**config.mk**
```make
export PLATFORM = sky130hd
export DESIGN_NAME = hex_cell_trilinear_displacement_unit
export DESIGN_NICKNAME = d
export VERILOG_FILES = /design/src/rtl/hctd_pkg.sv /design/src/rtl/hctd_div.sv /design/src/rtl/hctd_mac.sv /design/src/rtl/hex_cell_trilinear_displacement_unit.sv
export VERILOG_INCLUDE_DIRS = /design/src /design/src/rtl
export SDC_FILE = /design/constraint.sdc
export NUM_CORES = 2
export LEC_CHECK = 0
export BUFFER_PORTS_ARGS = -buffer_cell sky130_fd_sc_hd__buf_2
export CAP_MARGIN = 40
export CELL_PAD_IN_SITES_DETAIL_PLACEMENT = 1
export CELL_PAD_IN_SITES_GLOBAL_PLACEMENT = 1
export CORE_UTILIZATION = 40
export CTS_BUF_LIST = sky130_fd_sc_hd__clkbuf_4 sky130_fd_sc_hd__clkbuf_8 sky130_fd_sc_hd__clkbuf_16
export CTS_CLUSTER_SIZE = 28
export DETAILED_ROUTE_END_ITERATION = 7
export PLACE_DENSITY = 0.66
export SLEW_MARGIN = 20
export SYNTH_ARGS = -nofsm -noshare
export SYNTH_HDL_FRONTEND = slang
export SYNTH_HIERARCHICAL = 1
export SYNTH_SLANG_ARGS = --single-unit
```
**constraint.sdc**
```tcl
create_clock -name clk_i -period 16.36 [get_ports clk_i]
set_clock_uncertainty 0.1 [all_clocks]
set_input_delay 0 -clock clk_i [delete_from_list [all_inputs] [get_ports clk_i]]
set_output_delay 0 -clock clk_i [all_outputs]
set_load 0.005 [all_outputs]
```
**src/rtl/hex_cell_trilinear_displacement_unit_macros.svh**
```systemverilog
// assertion macros for the displacement unit rtl
`ifndef HEX_CELL_TRILINEAR_DISPLACEMENT_UNIT_MACROS_SVH
`define HEX_CELL_TRILINEAR_DISPLACEMENT_UNIT_MACROS_SVH

// same-cycle implication, sampled on clk_i, off while rst_ni is low
`define HCTD_ASSERT_NOW(lbl, ante, cons, msg) \
  lbl: assert property (@(posedge clk_i) disable iff (!rst_ni) (ante) |-> (cons)) else $error(msg);

// next-cycle implication, sampled on clk_i, off while rst_ni is low
`define HCTD_ASSERT_NEXT(lbl, ante, cons, msg) \
  lbl: assert property (@(posedge clk_i) disable iff (!rst_ni) (ante) |=> (cons)) else $error(msg);

`endif

```
**src/rtl/hctd_pkg.sv**
```systemverilog
// types, constants and saturation helpers for the displacement unit
`default_nettype none

package hctd_pkg;

  localparam int unsigned COORD_W = 32;
  localparam int unsigned SUM_W   = 48;
  localparam int unsigned AXES    = 3;

  // corner numbers with a special role
  localparam logic [2:0] CORNER_ORIGIN = 3'd0;
  localparam logic [2:0] CORNER_EDGE   = 3'd1;
  localparam logic [2:0] CORNER_LAST   = 3'd7;

  typedef logic signed [COORD_W-1:0] coord_t;
  typedef logic signed [SUM_W-1:0]   sum_t;
  typedef logic signed [SUM_W:0]     wide_t;

  // control from the sequencer to the multiply-accumulate unit
  typedef struct packed {
    logic       start;
    logic       clear;
    logic [2:0] corner;
  } mac_ctrl_t;

  // saturate a 49-bit value to a 32-bit coordinate
  function automatic coord_t sat_coord(input wide_t v);
    coord_t r;
    if ((&v[SUM_W:COORD_W-1]) || !(|v[SUM_W:COORD_W-1])) begin
      r = v[COORD_W-1:0];
    end else if (v[SUM_W]) begin
      r = {1'b1, {(COORD_W-1){1'b0}}};
    end else begin
      r = {1'b0, {(COORD_W-1){1'b1}}};
    end
    return r;
  endfunction

  // saturate a 49-bit value to the 48-bit accumulator range
  function automatic sum_t sat_sum(input wide_t v);
    sum_t r;
    if (v[SUM_W] == v[SUM_W-1]) begin
      r = v[SUM_W-1:0];
    end else if (v[SUM_W]) begin
      r = {1'b1, {(SUM_W-1){1'b0}}};
    end else begin
      r = {1'b0, {(SUM_W-1){1'b1}}};
    end
    return r;
  endfunction

endpackage

`default_nettype wire

```
**src/rtl/hctd_div.sv**
```systemverilog
// serial restoring divider giving one weight fraction bit per cycle
`default_nettype none

module hctd_div import hctd_pkg::*; #(
  parameter int unsigned FRAC_BITS = 16
) (
  input  logic                 clk_i,
  input  logic                 rst_ni,
  input  logic                 start_i,
  input  logic [COORD_W-1:0]   num_i,
  input  logic [COORD_W-1:0]   den_i,
  output logic                 done_o,
  output logic [FRAC_BITS-1:0] quot_o
);

  localparam int unsigned CNT_W = $clog2(FRAC_BITS + 1);
  localparam logic [CNT_W-1:0] LAST_STEP = CNT_W'(FRAC_BITS - 1);

  logic                 active_q;
  logic                 done_q;
  logic [CNT_W-1:0]     cnt_q;
  logic [COORD_W-1:0]   rem_q;
  logic [COORD_W-1:0]   den_q;
  logic [FRAC_BITS-1:0] quot_q;

  logic [COORD_W:0]     trial;
  logic [COORD_W:0]     diff;
  logic                 fits;

  // one shift-compare-subtract step; remainder stays below the divisor
  always_comb begin
    trial = {rem_q, 1'b0};
    diff  = trial - {1'b0, den_q};
    fits  = trial >= {1'b0, den_q};
  end

  // step control
  always_ff @(posedge clk_i or negedge rst_ni) begin
    if (!rst_ni) begin
      active_q <= 1'b0;
      done_q   <= 1'b0;
      cnt_q    <= '0;
    end else begin
      done_q <= 1'b0;
      if (start_i) begin
        active_q <= 1'b1;
        cnt_q    <= '0;
      end else if (active_q) begin
        if (cnt_q == LAST_STEP) begin
          active_q <= 1'b0;
          done_q   <= 1'b1;
        end else begin
          cnt_q <= cnt_q + 1'b1;
        end
      end
    end
  end

  // remainder and quotient
  always_ff @(posedge clk_i) begin
    if (start_i) begin
      rem_q  <= num_i;
      den_q  <= den_i;
      quot_q <= '0;
    end else if (active_q) begin
      rem_q  <= fits ? diff[COORD_W-1:0] : trial[COORD_W-1:0];
      quot_q <= {quot_q[FRAC_BITS-2:0], fits};
    end
  end

  assign done_o = done_q;
  assign quot_o = quot_q;

endmodule

`default_nettype wire

```
**src/rtl/hctd_mac.sv**
```systemverilog
// shared multiplier: corner weight product then weighted displacement accumulate
`default_nettype none

module hctd_mac import hctd_pkg::*; #(
  parameter int unsigned FRAC_BITS = 16
) (
  input  logic               clk_i,
  input  logic               rst_ni,
  input  mac_ctrl_t          ctrl_i,
  input  coord_t             disp_i   [AXES],
  input  logic [FRAC_BITS:0] weight_i [AXES],
  output logic               done_o,
  output sum_t               sum_o    [AXES]
);

  localparam int unsigned WW     = FRAC_BITS + 1;
  localparam int unsigned PW     = COORD_W + 1 + WW + 1;
  localparam int unsigned PART_W = PW - FRAC_BITS;
  localparam logic [WW-1:0] ONE_W = {1'b1, {FRAC_BITS{1'b0}}};

  // phase codes of one corner
  localparam logic [2:0] PH_FXY  = 3'd0;
  localparam logic [2:0] PH_FZ   = 3'd1;
  localparam logic [2:0] PH_DX   = 3'd2;
  localparam logic [2:0] PH_DY   = 3'd3;
  localparam logic [2:0] PH_DZ   = 3'd4;
  localparam logic [2:0] PH_ACCZ = 3'd5;

  logic                 active_q;
  logic                 done_q;
  logic [2:0]           phase_q;
  logic [2:0]           corner_q;
  coord_t               disp_q [AXES];
  logic signed [PW-1:0] prod_q;
  logic [WW-1:0]        cw_q;
  sum_t                 sum_q  [AXES];

  logic [WW-1:0]          factor [AXES];
  logic [WW-1:0]          cw_now;
  logic signed [COORD_W:0] op_a;
  logic [WW-1:0]          op_b;
  logic signed [WW:0]     op_b_s;
  logic signed [PW-1:0]   prod_d;
  logic [PART_W-1:0]      part;
  logic [1:0]             acc_ax;
  wide_t                  acc;

  // per-axis factor: weight on the high side, one minus weight on the low side
  always_comb begin
    for (int i = 0; i < AXES; i++) begin
      factor[i] = corner_q[AXES-1-i] ? weight_i[i] : ONE_W - weight_i[i];
    end
  end

  assign cw_now = prod_q[2*FRAC_BITS:FRAC_BITS];

  // operand selection for the one multiplier
  always_comb begin
    unique case (phase_q)
      PH_FXY: begin
        op_a = {{(COORD_W+1-WW){1'b0}}, factor[0]};
        op_b = factor[1];
      end
      PH_FZ: begin
        op_a = {{(COORD_W+1-WW){1'b0}}, cw_now};
        op_b = factor[2];
      end
      PH_DX: begin
        op_a = {disp_q[0][COORD_W-1], disp_q[0]};
        op_b = cw_now;
      end
      PH_DY: begin
        op_a = {disp_q[1][COORD_W-1], disp_q[1]};
        op_b = cw_q;
      end
      PH_DZ: begin
        op_a = {disp_q[2][COORD_W-1], disp_q[2]};
        op_b = cw_q;
      end
      default: begin
        op_a = '0;
        op_b = '0;
      end
    endcase
    op_b_s = {1'b0, op_b};
    prod_d = op_a * op_b_s;
  end

  // floor-shifted contribution added to the axis a phase behind the multiplier
  always_comb begin
    part   = prod_q[PW-1:FRAC_BITS];
    acc_ax = 2'(phase_q - PH_DY);
    acc    = {sum_q[acc_ax][SUM_W-1], sum_q[acc_ax]}
           + {{(SUM_W+1-PART_W){part[PART_W-1]}}, part};
  end

  // phase control and accumulators
  always_ff @(posedge clk_i or negedge rst_ni) begin
    if (!rst_ni) begin
      active_q <= 1'b0;
      done_q   <= 1'b0;
      phase_q  <= PH_FXY;
      for (int i = 0; i < AXES; i++) begin
        sum_q[i] <= '0;
      end
    end else begin
      done_q <= 1'b0;
      if (ctrl_i.clear) begin
        for (int i = 0; i < AXES; i++) begin
          sum_q[i] <= '0;
        end
      end
      if (ctrl_i.start) begin
        active_q <= 1'b1;
        phase_q  <= PH_FXY;
      end else if (active_q) begin
        if (phase_q >= PH_DY) begin
          sum_q[acc_ax] <= sat_sum(acc);
        end
        if (phase_q == PH_ACCZ) begin
          active_q <= 1'b0;
          done_q   <= 1'b1;
        end else begin
          phase_q <= phase_q + 1'b1;
        end
      end
    end
  end

  // operand capture and product register
  always_ff @(posedge clk_i) begin
    if (ctrl_i.start) begin
      corner_q <= ctrl_i.corner;
      disp_q   <= disp_i;
    end else if (active_q) begin
      prod_q <= prod_d;
      if (phase_q == PH_DX) begin
        cw_q <= cw_now;
      end
    end
  end

  assign done_o = done_q;
  assign sum_o  = sum_q;

endmodule

`default_nettype wire

```
**src/rtl/hex_cell_trilinear_displacement_unit.sv**
```systemverilog
// Trilinear displacement of a query point over one hexahedral cell. Corners are
// fed one item at a time (start high while busy is low); corner 0 carries the
// query point and cell origin and is absorbed without leaving idle. Corners 2..6
// each pass through the shared multiplier (two products for the corner weight,
// one per axis for the displacement); corner 7 does the same and then registers
// the result. Corner 1 first finds the three axis weights, each by the serial
// divider when the query lies strictly inside the edge and directly otherwise,
// then adds corner 0 and itself. After corner 7 the result is shown for exactly
// one cycle on out_valid_o, in the first cycle that busy is low again; the
// receiver cannot stall it and must take it in that cycle.
`default_nettype none
`include "hex_cell_trilinear_displacement_unit_macros.svh"

module hex_cell_trilinear_displacement_unit import hctd_pkg::*; #(
  parameter int unsigned FRAC_BITS = 16
) (
  input  logic        clk_i,
  input  logic        rst_ni,
  input  logic        start,
  output logic        busy,
  input  logic [2:0]  corner_i,
  input  coord_t      query_x_i,
  input  coord_t      query_y_i,
  input  coord_t      query_z_i,
  input  coord_t      rest_x_i,
  input  coord_t      rest_y_i,
  input  coord_t      rest_z_i,
  input  coord_t      moved_x_i,
  input  coord_t      moved_y_i,
  input  coord_t      moved_z_i,
  output logic        out_valid_o,
  output coord_t      out_x_o,
  output coord_t      out_y_o,
  output coord_t      out_z_o,
  output logic        degenerate_o
);

  localparam int unsigned WW = FRAC_BITS + 1;
  localparam logic [WW-1:0] ONE_W = {1'b1, {FRAC_BITS{1'b0}}};

  // sequencer states
  localparam logic [2:0] S_IDLE       = 3'd0;
  localparam logic [2:0] S_AXIS       = 3'd1;
  localparam logic [2:0] S_DIV        = 3'd2;
  localparam logic [2:0] S_MAC_FIRST  = 3'd3;
  localparam logic [2:0] S_WAIT_FIRST = 3'd4;
  localparam logic [2:0] S_MAC_OWN    = 3'd5;
  localparam logic [2:0] S_WAIT_OWN   = 3'd6;
  localparam logic [2:0] S_OUT        = 3'd7;

  logic [2:0]      state_q, state_d;
  logic [1:0]      axis_q, axis_d;
  coord_t          query_q  [AXES];
  coord_t          origin_q [AXES];
  coord_t          fcs_q    [AXES];
  logic [WW-1:0]   weight_q [AXES];
  logic [WW-1:0]   weight_d [AXES];
  logic            bad_q, bad_d;
  logic [2:0]      corner_q;
  coord_t          disp_q   [AXES];
  logic signed [COORD_W:0] h_q;
  logic            out_valid_q;
  coord_t          out_q    [AXES];
  logic            out_bad_q;

  coord_t          query_in [AXES];
  coord_t          rest_in  [AXES];
  coord_t          moved_in [AXES];
  coord_t          disp_in  [AXES];
  logic signed [COORD_W:0] disp_diff [AXES];
  logic            accept;
  logic signed [COORD_W:0] d_axis;
  logic            h_nonpos;
  logic            div_go;
  logic            div_done;
  logic [FRAC_BITS-1:0] div_quot;
  mac_ctrl_t       mac_ctrl;
  coord_t          mac_disp [AXES];
  logic            mac_done;
  sum_t            sum      [AXES];
  wide_t           out_wide [AXES];

  assign accept = start && !busy;

  // item fields as per-axis vectors, displacement saturated to 32 bits
  always_comb begin
    query_in[0] = query_x_i;
    query_in[1] = query_y_i;
    query_in[2] = query_z_i;
    rest_in[0]  = rest_x_i;
    rest_in[1]  = rest_y_i;
    rest_in[2]  = rest_z_i;
    moved_in[0] = moved_x_i;
    moved_in[1] = moved_y_i;
    moved_in[2] = moved_z_i;
    for (int i = 0; i < AXES; i++) begin
      disp_diff[i] = {moved_in[i][COORD_W-1], moved_in[i]}
                   - {rest_in[i][COORD_W-1], rest_in[i]};
      disp_in[i]   = sat_coord({{(SUM_W-COORD_W){disp_diff[i][COORD_W]}}, disp_diff[i]});
    end
  end

  // offset of the query from the origin on the axis being weighted
  always_comb begin
    d_axis   = {query_q[axis_q][COORD_W-1], query_q[axis_q]}
             - {origin_q[axis_q][COORD_W-1], origin_q[axis_q]};
    h_nonpos = h_q[COORD_W] || (h_q == '0);
    div_go   = (state_q == S_AXIS) && !h_nonpos && !d_axis[COORD_W]
             && (d_axis != '0) && (d_axis < h_q);
  end

  // sequencer
  always_comb begin
    state_d  = state_q;
    axis_d   = axis_q;
    weight_d = weight_q;
    bad_d    = bad_q;
    unique case (state_q)
      S_IDLE: begin
        if (accept) begin
          if (corner_i == CORNER_ORIGIN) begin
            for (int i = 0; i < AXES; i++) begin
              weight_d[i] = '0;
            end
            bad_d = 1'b0;
          end else if (corner_i == CORNER_EDGE) begin
            state_d = S_AXIS;
            axis_d  = '0;
          end else begin
            state_d = S_MAC_OWN;
          end
        end
      end
      S_AXIS: begin
        if (h_nonpos) begin
          for (int i = 0; i < AXES; i++) begin
            weight_d[i] = '0;
          end
          bad_d   = 1'b1;
          state_d = S_MAC_FIRST;
        end else begin
          bad_d = 1'b0;
          if (div_go) begin
            state_d = S_DIV;
          end else begin
            weight_d[axis_q] = (d_axis[COORD_W] || d_axis == '0) ? '0 : ONE_W;
            if (axis_q == 2'(AXES - 1)) begin
              state_d = S_MAC_FIRST;
            end else begin
              axis_d = axis_q + 1'b1;
            end
          end
        end
      end
      S_DIV: begin
        if (div_done) begin
          weight_d[axis_q] = {1'b0, div_quot};
          if (axis_q == 2'(AXES - 1)) begin
            state_d = S_MAC_FIRST;
          end else begin
            axis_d  = axis_q + 1'b1;
            state_d = S_AXIS;
          end
        end
      end
      S_MAC_FIRST: state_d = S_WAIT_FIRST;
      S_WAIT_FIRST: begin
        if (mac_done) begin
          state_d = S_MAC_OWN;
        end
      end
      S_MAC_OWN: state_d = S_WAIT_OWN;
      S_WAIT_OWN: begin
        if (mac_done) begin
          state_d = (corner_q == CORNER_LAST) ? S_OUT : S_IDLE;
        end
      end
      S_OUT: state_d = S_IDLE;
      default: state_d = S_IDLE;
    endcase
  end

  // control to the multiply-accumulate unit
  always_comb begin
    mac_ctrl.start  = (state_q == S_MAC_FIRST) || (state_q == S_MAC_OWN);
    mac_ctrl.clear  = accept && (corner_i == CORNER_ORIGIN);
    mac_ctrl.corner = (state_q == S_MAC_FIRST) ? CORNER_ORIGIN : corner_q;
    mac_disp        = (state_q == S_MAC_FIRST) ? fcs_q : disp_q;
  end

  // control and cell state
  always_ff @(posedge clk_i or negedge rst_ni) begin
    if (!rst_ni) begin
      state_q     <= S_IDLE;
      axis_q      <= '0;
      bad_q       <= 1'b0;
      out_valid_q <= 1'b0;
      for (int i = 0; i < AXES; i++) begin
        query_q[i]  <= '0;
        origin_q[i] <= '0;
        fcs_q[i]    <= '0;
        weight_q[i] <= '0;
      end
    end else begin
      state_q     <= state_d;
      axis_q      <= axis_d;
      bad_q       <= bad_d;
      weight_q    <= weight_d;
      out_valid_q <= (state_q == S_OUT);
      if (accept && corner_i == CORNER_ORIGIN) begin
        query_q  <= query_in;
        origin_q <= rest_in;
        fcs_q    <= disp_in;
      end
    end
  end

  // per-item operands and the result
  always_ff @(posedge clk_i) begin
    if (accept) begin
      corner_q <= corner_i;
      disp_q   <= disp_in;
      h_q      <= {rest_z_i[COORD_W-1], rest_z_i}
                - {origin_q[2][COORD_W-1], origin_q[2]};
    end
    if (state_q == S_OUT) begin
      for (int i = 0; i < AXES; i++) begin
        out_q[i] <= sat_coord(out_wide[i]);
      end
      out_bad_q <= bad_q;
    end
  end

  // query plus accumulated displacement
  always_comb begin
    for (int i = 0; i < AXES; i++) begin
      out_wide[i] = {{(SUM_W+1-COORD_W){query_q[i][COORD_W-1]}}, query_q[i]}
                  + {sum[i][SUM_W-1], sum[i]};
    end
  end

  hctd_div #(
    .FRAC_BITS(FRAC_BITS)
  ) u_div (
    .clk_i  (clk_i),
    .rst_ni (rst_ni),
    .start_i(div_go),
    .num_i  (d_axis[COORD_W-1:0]),
    .den_i  (h_q[COORD_W-1:0]),
    .done_o (div_done),
    .quot_o (div_quot)
  );

  hctd_mac #(
    .FRAC_BITS(FRAC_BITS)
  ) u_mac (
    .clk_i   (clk_i),
    .rst_ni  (rst_ni),
    .ctrl_i  (mac_ctrl),
    .disp_i  (mac_disp),
    .weight_i(weight_q),
    .done_o  (mac_done),
    .sum_o   (sum)
  );

  assign busy         = (state_q != S_IDLE);
  assign out_valid_o  = out_valid_q;
  assign out_x_o      = out_q[0];
  assign out_y_o      = out_q[1];
  assign out_z_o      = out_q[2];
  assign degenerate_o = out_bad_q;

  // checks
  `HCTD_ASSERT_NEXT(a_result_follows_out, state_q == S_OUT, out_valid_o, "result strobe missing after corner 7")
  `HCTD_ASSERT_NOW(a_result_source, out_valid_o, $past(state_q) == S_OUT, "result strobe without corner 7")
  `HCTD_ASSERT_NOW(a_weight_range, 1'b1, (weight_q[0] <= ONE_W) && (weight_q[1] <= ONE_W) && (weight_q[2] <= ONE_W), "axis weight above one")
  `HCTD_ASSERT_NOW(a_div_done_state, div_done, state_q == S_DIV, "divider finished outside its wait state")
  `HCTD_ASSERT_NOW(a_mac_done_state, mac_done, (state_q == S_WAIT_FIRST) || (state_q == S_WAIT_OWN), "multiplier finished outside its wait state")

endmodule

`default_nettype wire

```
[After elaboration in Yosys (flattened, before gate mapping)]
Memories as Yosys holds them, arrays and structs flattened.
Index checks and enable logic that the tools add are counted.
Widths: inputs -> output; s select.
Operators by class
  add/sub/neg operators: 17
  multiply operators: 1
  divide/modulo/power cells: 0
  magnitude comparators: 7
  eq/ne operators: 30
  shifts and indexed selects: 0
  multiplexer cells: 100
  bitwise logic cells: 3
  reduce and logical (&&, ||, !) cells: 58
Operators with widths (number)
  $mux 32: 22
  $mux 144: 4
  $mux 48: 8
  $mux 51: 5
  $pmux 33 s5: 1
  $sub 32x32->33: 5
  $pmux 51 s3: 1
  $add 32x48->49: 3
  $bwmux 144: 1
  $bmux 32 s2: 2
  $bwmux 51: 2
  $bmux 48 s2: 1
  $demux 48 s2: 1
  $mux 96: 1
  $mux 17: 5
  $pmux 17 s4: 1
  $logic_not 33->1: 2
  $reduce_and 18->1: 3
  $reduce_or 18->1: 3
  $mul 33x18->51: 1
  $sub 17x17->17 const A: 3
  $add 48x35->49: 1
  $mux 3: 13
  $demux 17 s2: 1
  other kinds (41): 126
Storage, ports and cells
  bits in registers: 882
  bits in latches: 0
  bits in writable memories: 96
  bits in read-only memories: 0
  input bits: 294
  memories kept: 1
Memories
  out_q: depth 3, bits a word 32, rd ports 3, clocked after memory_dff 0, write ports 3, RTL line hex_cell_trilinear_displacement_unit.sv:63  | coord_t out_q [AXES];

[Logic depth before layout (Yosys ltp)]
  word-level depth: 15
  depth in mapped cells: 37
  gate-level depth less buffers: 33

[Cells and area by module]
The synthesis kept the hierarchy.
By module, submodules not included
  hex_cell_trilinear_displacement_unit: instances 1, cells each 4683, area each 41646.2 um^2, sequential area each 15534.9 um^2
  hctd_mac: instances 1, cells each 3579, area each 34580.7 um^2, sequential area each 8262.9 um^2
  hctd_div: instances 1, cells each 524, area each 5293.8 um^2, sequential area each 2417.3 um^2

[Worst setup path before layout]
OpenSTA, ideal clock, no wires.
  kind: register to register
  from: reg axis_q[1]
  to: reg u_div.rem_q[0], enable pin
  setup time: 0.375 ns
  data arrival time: 10.059 ns
  required time: 15.885 ns
  setup slack: 5.826 ns
  stages on the path, launching flop included: 26
  path buffers: 5
  cells stage by stage: dfrtp_1 -> clkbuf_1 -> clkbuf_1 -> clkbuf_1 -> mux2i_1 -> o21ai_0 -> ha_1 -> fa_1 -> nor2b_1 -> o21a_1 -> o21ai_1 -> a21oi_1 -> nor3_1 -> or4b_1 -> and3_1 -> nor4_1 -> ha_1 -> a21o_1 -> a2111o_1 -> a211oi_1 -> nand4b_1 -> o211a_1 -> nor4_1 -> clkbuf_1 -> clkbuf_1 -> or2_2
Between the ends
  elaborated cells on any way between the ends: 15
  those cells by class: add/sub (1); order compare (1); mux (6); bitwise (1); reduce/logical (6)
RTL lines
  start, declared: RTL line hex_cell_trilinear_displacement_unit.sv:52  | logic [1:0] axis_q, axis_d;
  start signal, assigned: RTL line hex_cell_trilinear_displacement_unit.sv:206  | axis_q <= axis_d;
  $not 2->3 (implied by the code) *: RTL line hex_cell_trilinear_displacement_unit.sv:105, hex_cell_trilinear_displacement_unit.sv:106
  $bmux 32 s2, on equally long branches: RTL line hex_cell_trilinear_displacement_unit.sv:105, hex_cell_trilinear_displacement_unit.sv:106
  $mux 32, on equally long branches (2 in series): RTL line hex_cell_trilinear_displacement_unit.sv:105, hex_cell_trilinear_displacement_unit.sv:106
  $sub 32x32->33 *: RTL line hex_cell_trilinear_displacement_unit.sv:106  | - {origin_q[axis_q][COORD_W-1], origin_q[axis_q]};
  net d_axis[30]: RTL line hex_cell_trilinear_displacement_unit.sv:72  | logic signed [COORD_W:0] d_axis;
  parallel branches: the longest is 2 deep, another holds $lt 33x33->1
  $logic_and 1x1->1 *: RTL line hex_cell_trilinear_displacement_unit.sv:109  | && (d_axis != '0) && (d_axis < h_q);
  net div_go: RTL line hex_cell_trilinear_displacement_unit.sv:74  | logic div_go;
  $reduce_bool 2->1 (no line) *
  end signal, assigned: RTL line hctd_div.sv:62  | rem_q <= num_i;
  end signal, assigned: RTL line hctd_div.sv:66  | rem_q <= fits ? diff[COORD_W-1:0] : trial[COORD_W-1:0];
  end, declared: RTL line hctd_div.sv:22  | logic [COORD_W-1:0] rem_q;
Mark *: on every way through the listed nets, which the timed path passes. The select of a mux whose other input is x is not followed.
A chain may end at the register's enable or synchronous reset.

[Worst setup path in the final report]
  from: reg axis_q[0]
  to: reg u_div.rem_q[30] (data pin)
Between the ends
  elaborated cells on any way between the ends: 15
  those cells by class: add/sub (1); order compare (1); mux (7); bitwise (1); reduce/logical (5)
RTL lines
  $not 2->3 (implied by the code) *: RTL line hex_cell_trilinear_displacement_unit.sv:105, hex_cell_trilinear_displacement_unit.sv:106
  $bmux 32 s2, on equally long branches: RTL line hex_cell_trilinear_displacement_unit.sv:105, hex_cell_trilinear_displacement_unit.sv:106
  $mux 32, on equally long branches (2 in series): RTL line hex_cell_trilinear_displacement_unit.sv:105, hex_cell_trilinear_displacement_unit.sv:106
  $sub 32x32->33 *: RTL line hex_cell_trilinear_displacement_unit.sv:106
  net d_axis[18]: RTL line hex_cell_trilinear_displacement_unit.sv:72
  parallel branches: the longest is 2 deep, another holds $lt 33x33->1
  $logic_and 1x1->1 *: RTL line hex_cell_trilinear_displacement_unit.sv:109
  net div_go: RTL line hex_cell_trilinear_displacement_unit.sv:74
  $mux 32 *: RTL line hctd_div.sv:61  | if (start_i) begin
Marked as above.

==> impl_results.md <==
- Die Wd: roughly 450 um
- CP Capture Type: register
- Worst R2R Path Depth: 25
- DRT iter0 DRCs: 5598
- Layout cell share with drive strength beyond 1: 0.104
- Post-synth cell types: ~110
- Max cap viols: 0
- Worst slew pin tran: 1.03 ns
- Crit-path slowest cell: o311ai_0
- Hold Path Origin: moved_x_i[20]
- Worst reg2reg startpoint: axis_q[0]$_DFFE_PN0P_
- Insertion delay to the later sink of the worst-skew pair: around 0.80 ns
- Pin count of the biggest net entering global routing: between 150 and 200
- Total wire length: 335000 um
- Async SR Flop Fraction: 0.522
- Status: completed
- Syn_nets: 10200
- Drt via density: between 5 and 6
- HPWL Detailed: about 260000 um
- Setup Buffers After CTS: 0
- Final-report hold violation count: 0
- WHS Endpoint: disp_q[84]$_DFFE_PP_
- Routed WL per cell: approximately 27 um
- CP Launch Type: register
- All-layer global routing usage: 0.323
- CP max stage delay: 0.72 ns
- Slew margin rel.: 0.308
- Synth top area share: 0.164
- Initial antenna violation count: 23
- Drc violations: 0
- RD Place Congestion: roughly 1
- Reg2reg setup slack: 6.83 ns
- Met3 wire length: 20100 um
- Leakage: 43.7 nW
- Hold path depth: 4
- RR Endpoint: u_div/rem_q[30]$_DFFE_PP_
- Met1 WL: 148000 um
- CP max FO: 68
- First-pass DRT Iterations: 5
- Fmax: 105 MHz
- Worst VDD drop: 0.0953 mV
- Root buffer cell: clkbuf_16
- Vias in the first global route: 73700
- Die Y-Extent: 453 um
- Global route overflow: 0
- Vias: 71000
- Synth Register Bits: 962
- CTS H-tree depth: 3
- Syn_area_per_cell: 9.28 um2
- Slew Limit Fails: 0
- Final worst-path cycle share: 0.583
- Initial core utilization: 0.403
- Commonest cells in the netlist: nand2_1, inv_1, nor2_1
- Pwr dens: 60.4 nW/um2
- Num CTS Buffers: roughly 110
- Worst Path Class, Setup: reg -> reg
- Clock slew at reported path FFs: roughly 0.070 ns
- Unrepaired setup endpoints after global routing: no
- Gate Count Post-Synth: 8786
- Worst EP required: 16.77 ns
- Placed cell area: around 87000 um2
- Clock Sinks: 962
- Post-Synthesis Cell Area: 81500 um2
- Cell with the most instances after synthesis: nand2_1
- Post-synthesis sequential area ratio: 0.322
- Num rows: between 150 and 200
- Top cell by count, worst path: buf_4
- Minimum clock period: 9.53 ns
- Top_reg_cell synth: dfrtp_1
- Die area: ~210000 um2
- Post-route cell area: 94900 um2
- Synth area leaders: edfxtp_1, dfrtp_1, fa_1
- Nets@finish: between 10000 and 15000
- Area grow syn2layout: 16.4%
- Routed met2 length: 149000 um
- Final ANT Viol Nets: 0
- Placeable core region: 202000 um2
- IO Count: 393
- CTS tree: done
- CTS Buffer Depth: 3
- Crit path DAT: 9.94 ns
- Synth area leader: edfxtp_1
- FILL cells: 23000
- First-pass GRT wire length: 495000 um
- EDFF count, synth: ~440
- IO buf count: 392
- Setup total negative slack: 0 ns
- Min-Delay Path Class: in -> reg
- Top sig layer: met5
- Ys Warns: 6
- Setup-failing EPs final: 0
## critical path, delay by kind of cell (launching register included)
| family | cells | cell delay [ns] |
|---|---|---|
| flip-flops | 1 | 0.34 |
| AND/OR/NAND/NOR | 9 | 2.40 |
| buffers and inverters | 6 | 3.08 |
| AO/OA/AOI/OAI | 8 | 2.42 |
| adder cells (fa/ha/maj) | 2 | 0.82 |
## timing repair
action / in CTS / in global routing
resized for setup: 0 / 0
hold endpoints to repair: 687 / 0
hold buffers: 420 / 0
## cell type report
cell class              instances  area [um2]  share of cell area
clock buffers                 160        3230              0.0340
clock inverters                46         584             0.00616
inverters                     913        3430              0.0362
repair buffers                959        7610              0.0802
flip-flops and latches        962       26200               0.276
multi-input cells            6500       50400               0.531
diodes                         18        45.0            0.000475
well taps                    2672        3340              0.0352
## report_power, final
part	switching, mW	internal [mW]
combinational	0.359	0.229
sequential	0.0000146	2.54
clock	1.12	1.48
total	1.48	4.25
## per-stage QoR
step	utilization	std cells	setup WS, ns	total power, mW	hold slack (ns)
3_3_place_gp	0.426	11500	6.74	3.04	-0.0763
6_report	0.469	12200	6.83	5.73	0.0639
5_1_grt	0.469	12200	6.24	5.89	0.0632
2_1_floorplan	-	8786	5.83	2.83	-0.396
4_1_cts	0.468	12200	6.69	5.76	0.000529
3_5_place_dp	0.428	11600	6.68	3.06	-0.0790
## cells in the final DEF, fill, tap and decap left out, drive strengths merged, types with 131 or more instances in the layout
master and instances:
edfxtp 444, ha 547, clkbuf 160, a21o 225, buf 539, nand2 1208
nor2 647, o21ai 483, mux2 131, fa 533, dlygate4sd3 419, xnor2 268
xor2 144, inv 922, dfrtp 502, mux2i 189, a21oi 473
## how the worst max path moves through the flow
stage,endpoint,start,cells past startpoint
2_1_floorplan,u_div/rem_q[0]$_DFFE_PP_,axis_q[1]$_DFFE_PN0P_,25
3_3_place_gp,u_mac/prod_q[44]$_DFFE_PP_,u_mac/phase_q[0]$_DFFE_PN0P_,28
6_report,u_div/rem_q[30]$_DFFE_PP_,axis_q[0]$_DFFE_PN0P_,25
4_1_cts,u_mac/prod_q[44]$_DFFE_PP_,u_mac/phase_q[0]$_DFFE_PN0P_,30
5_1_grt,u_mac/prod_q[44]$_DFFE_PP_,u_mac/phase_q[0]$_DFFE_PN0P_,30
3_5_place_dp,u_mac/prod_q[44]$_DFFE_PP_,u_mac/phase_q[0]$_DFFE_PN0P_,30
## metal layers
metal / track usage / up-vias
met1: 0.449 / 36300
li1: - / 31700
met3: 0.0397 / 542
met2: 0.497 / 2393
met5: 0 / -
met4: 0.158 / 2
## registers in the layout (all words and copies together), names as in the netlist, 2 cells and up
name / flops
u_div/cnt_q: 5
disp_q: 96
query_q: 96
u_mac/disp_q: 96
corner_q: 3
u_div/rem_q: 32
u_div/den_q: 32
u_div/quot_o: 16
out_q: 96
u_mac/cw_q: 17
u_mac/phase_q: 3
h_q: 33
axis_q: 2
state_q: 3
u_mac/prod_q: 35
u_mac/corner_q: 3
u_mac/sum_o: 144
weight_q: 51
fcs_q: 96
origin_q: 96
## cell families (layout without fill, tap and decap cells)
group           count (synthesis)  after routing  synth area share
xor+xnor                      412            412            0.0444
buf+inv                      1324           2078            0.0635
flops                         962            962             0.322
compound gates               2011           2011             0.165
fa+ha+maj                    1088           1088             0.216
mux                           320            320            0.0413
simple gates                 2669           2669             0.149
other cells                     0             18                 0
No activity file was read; power rests on OpenSTA's default activity.
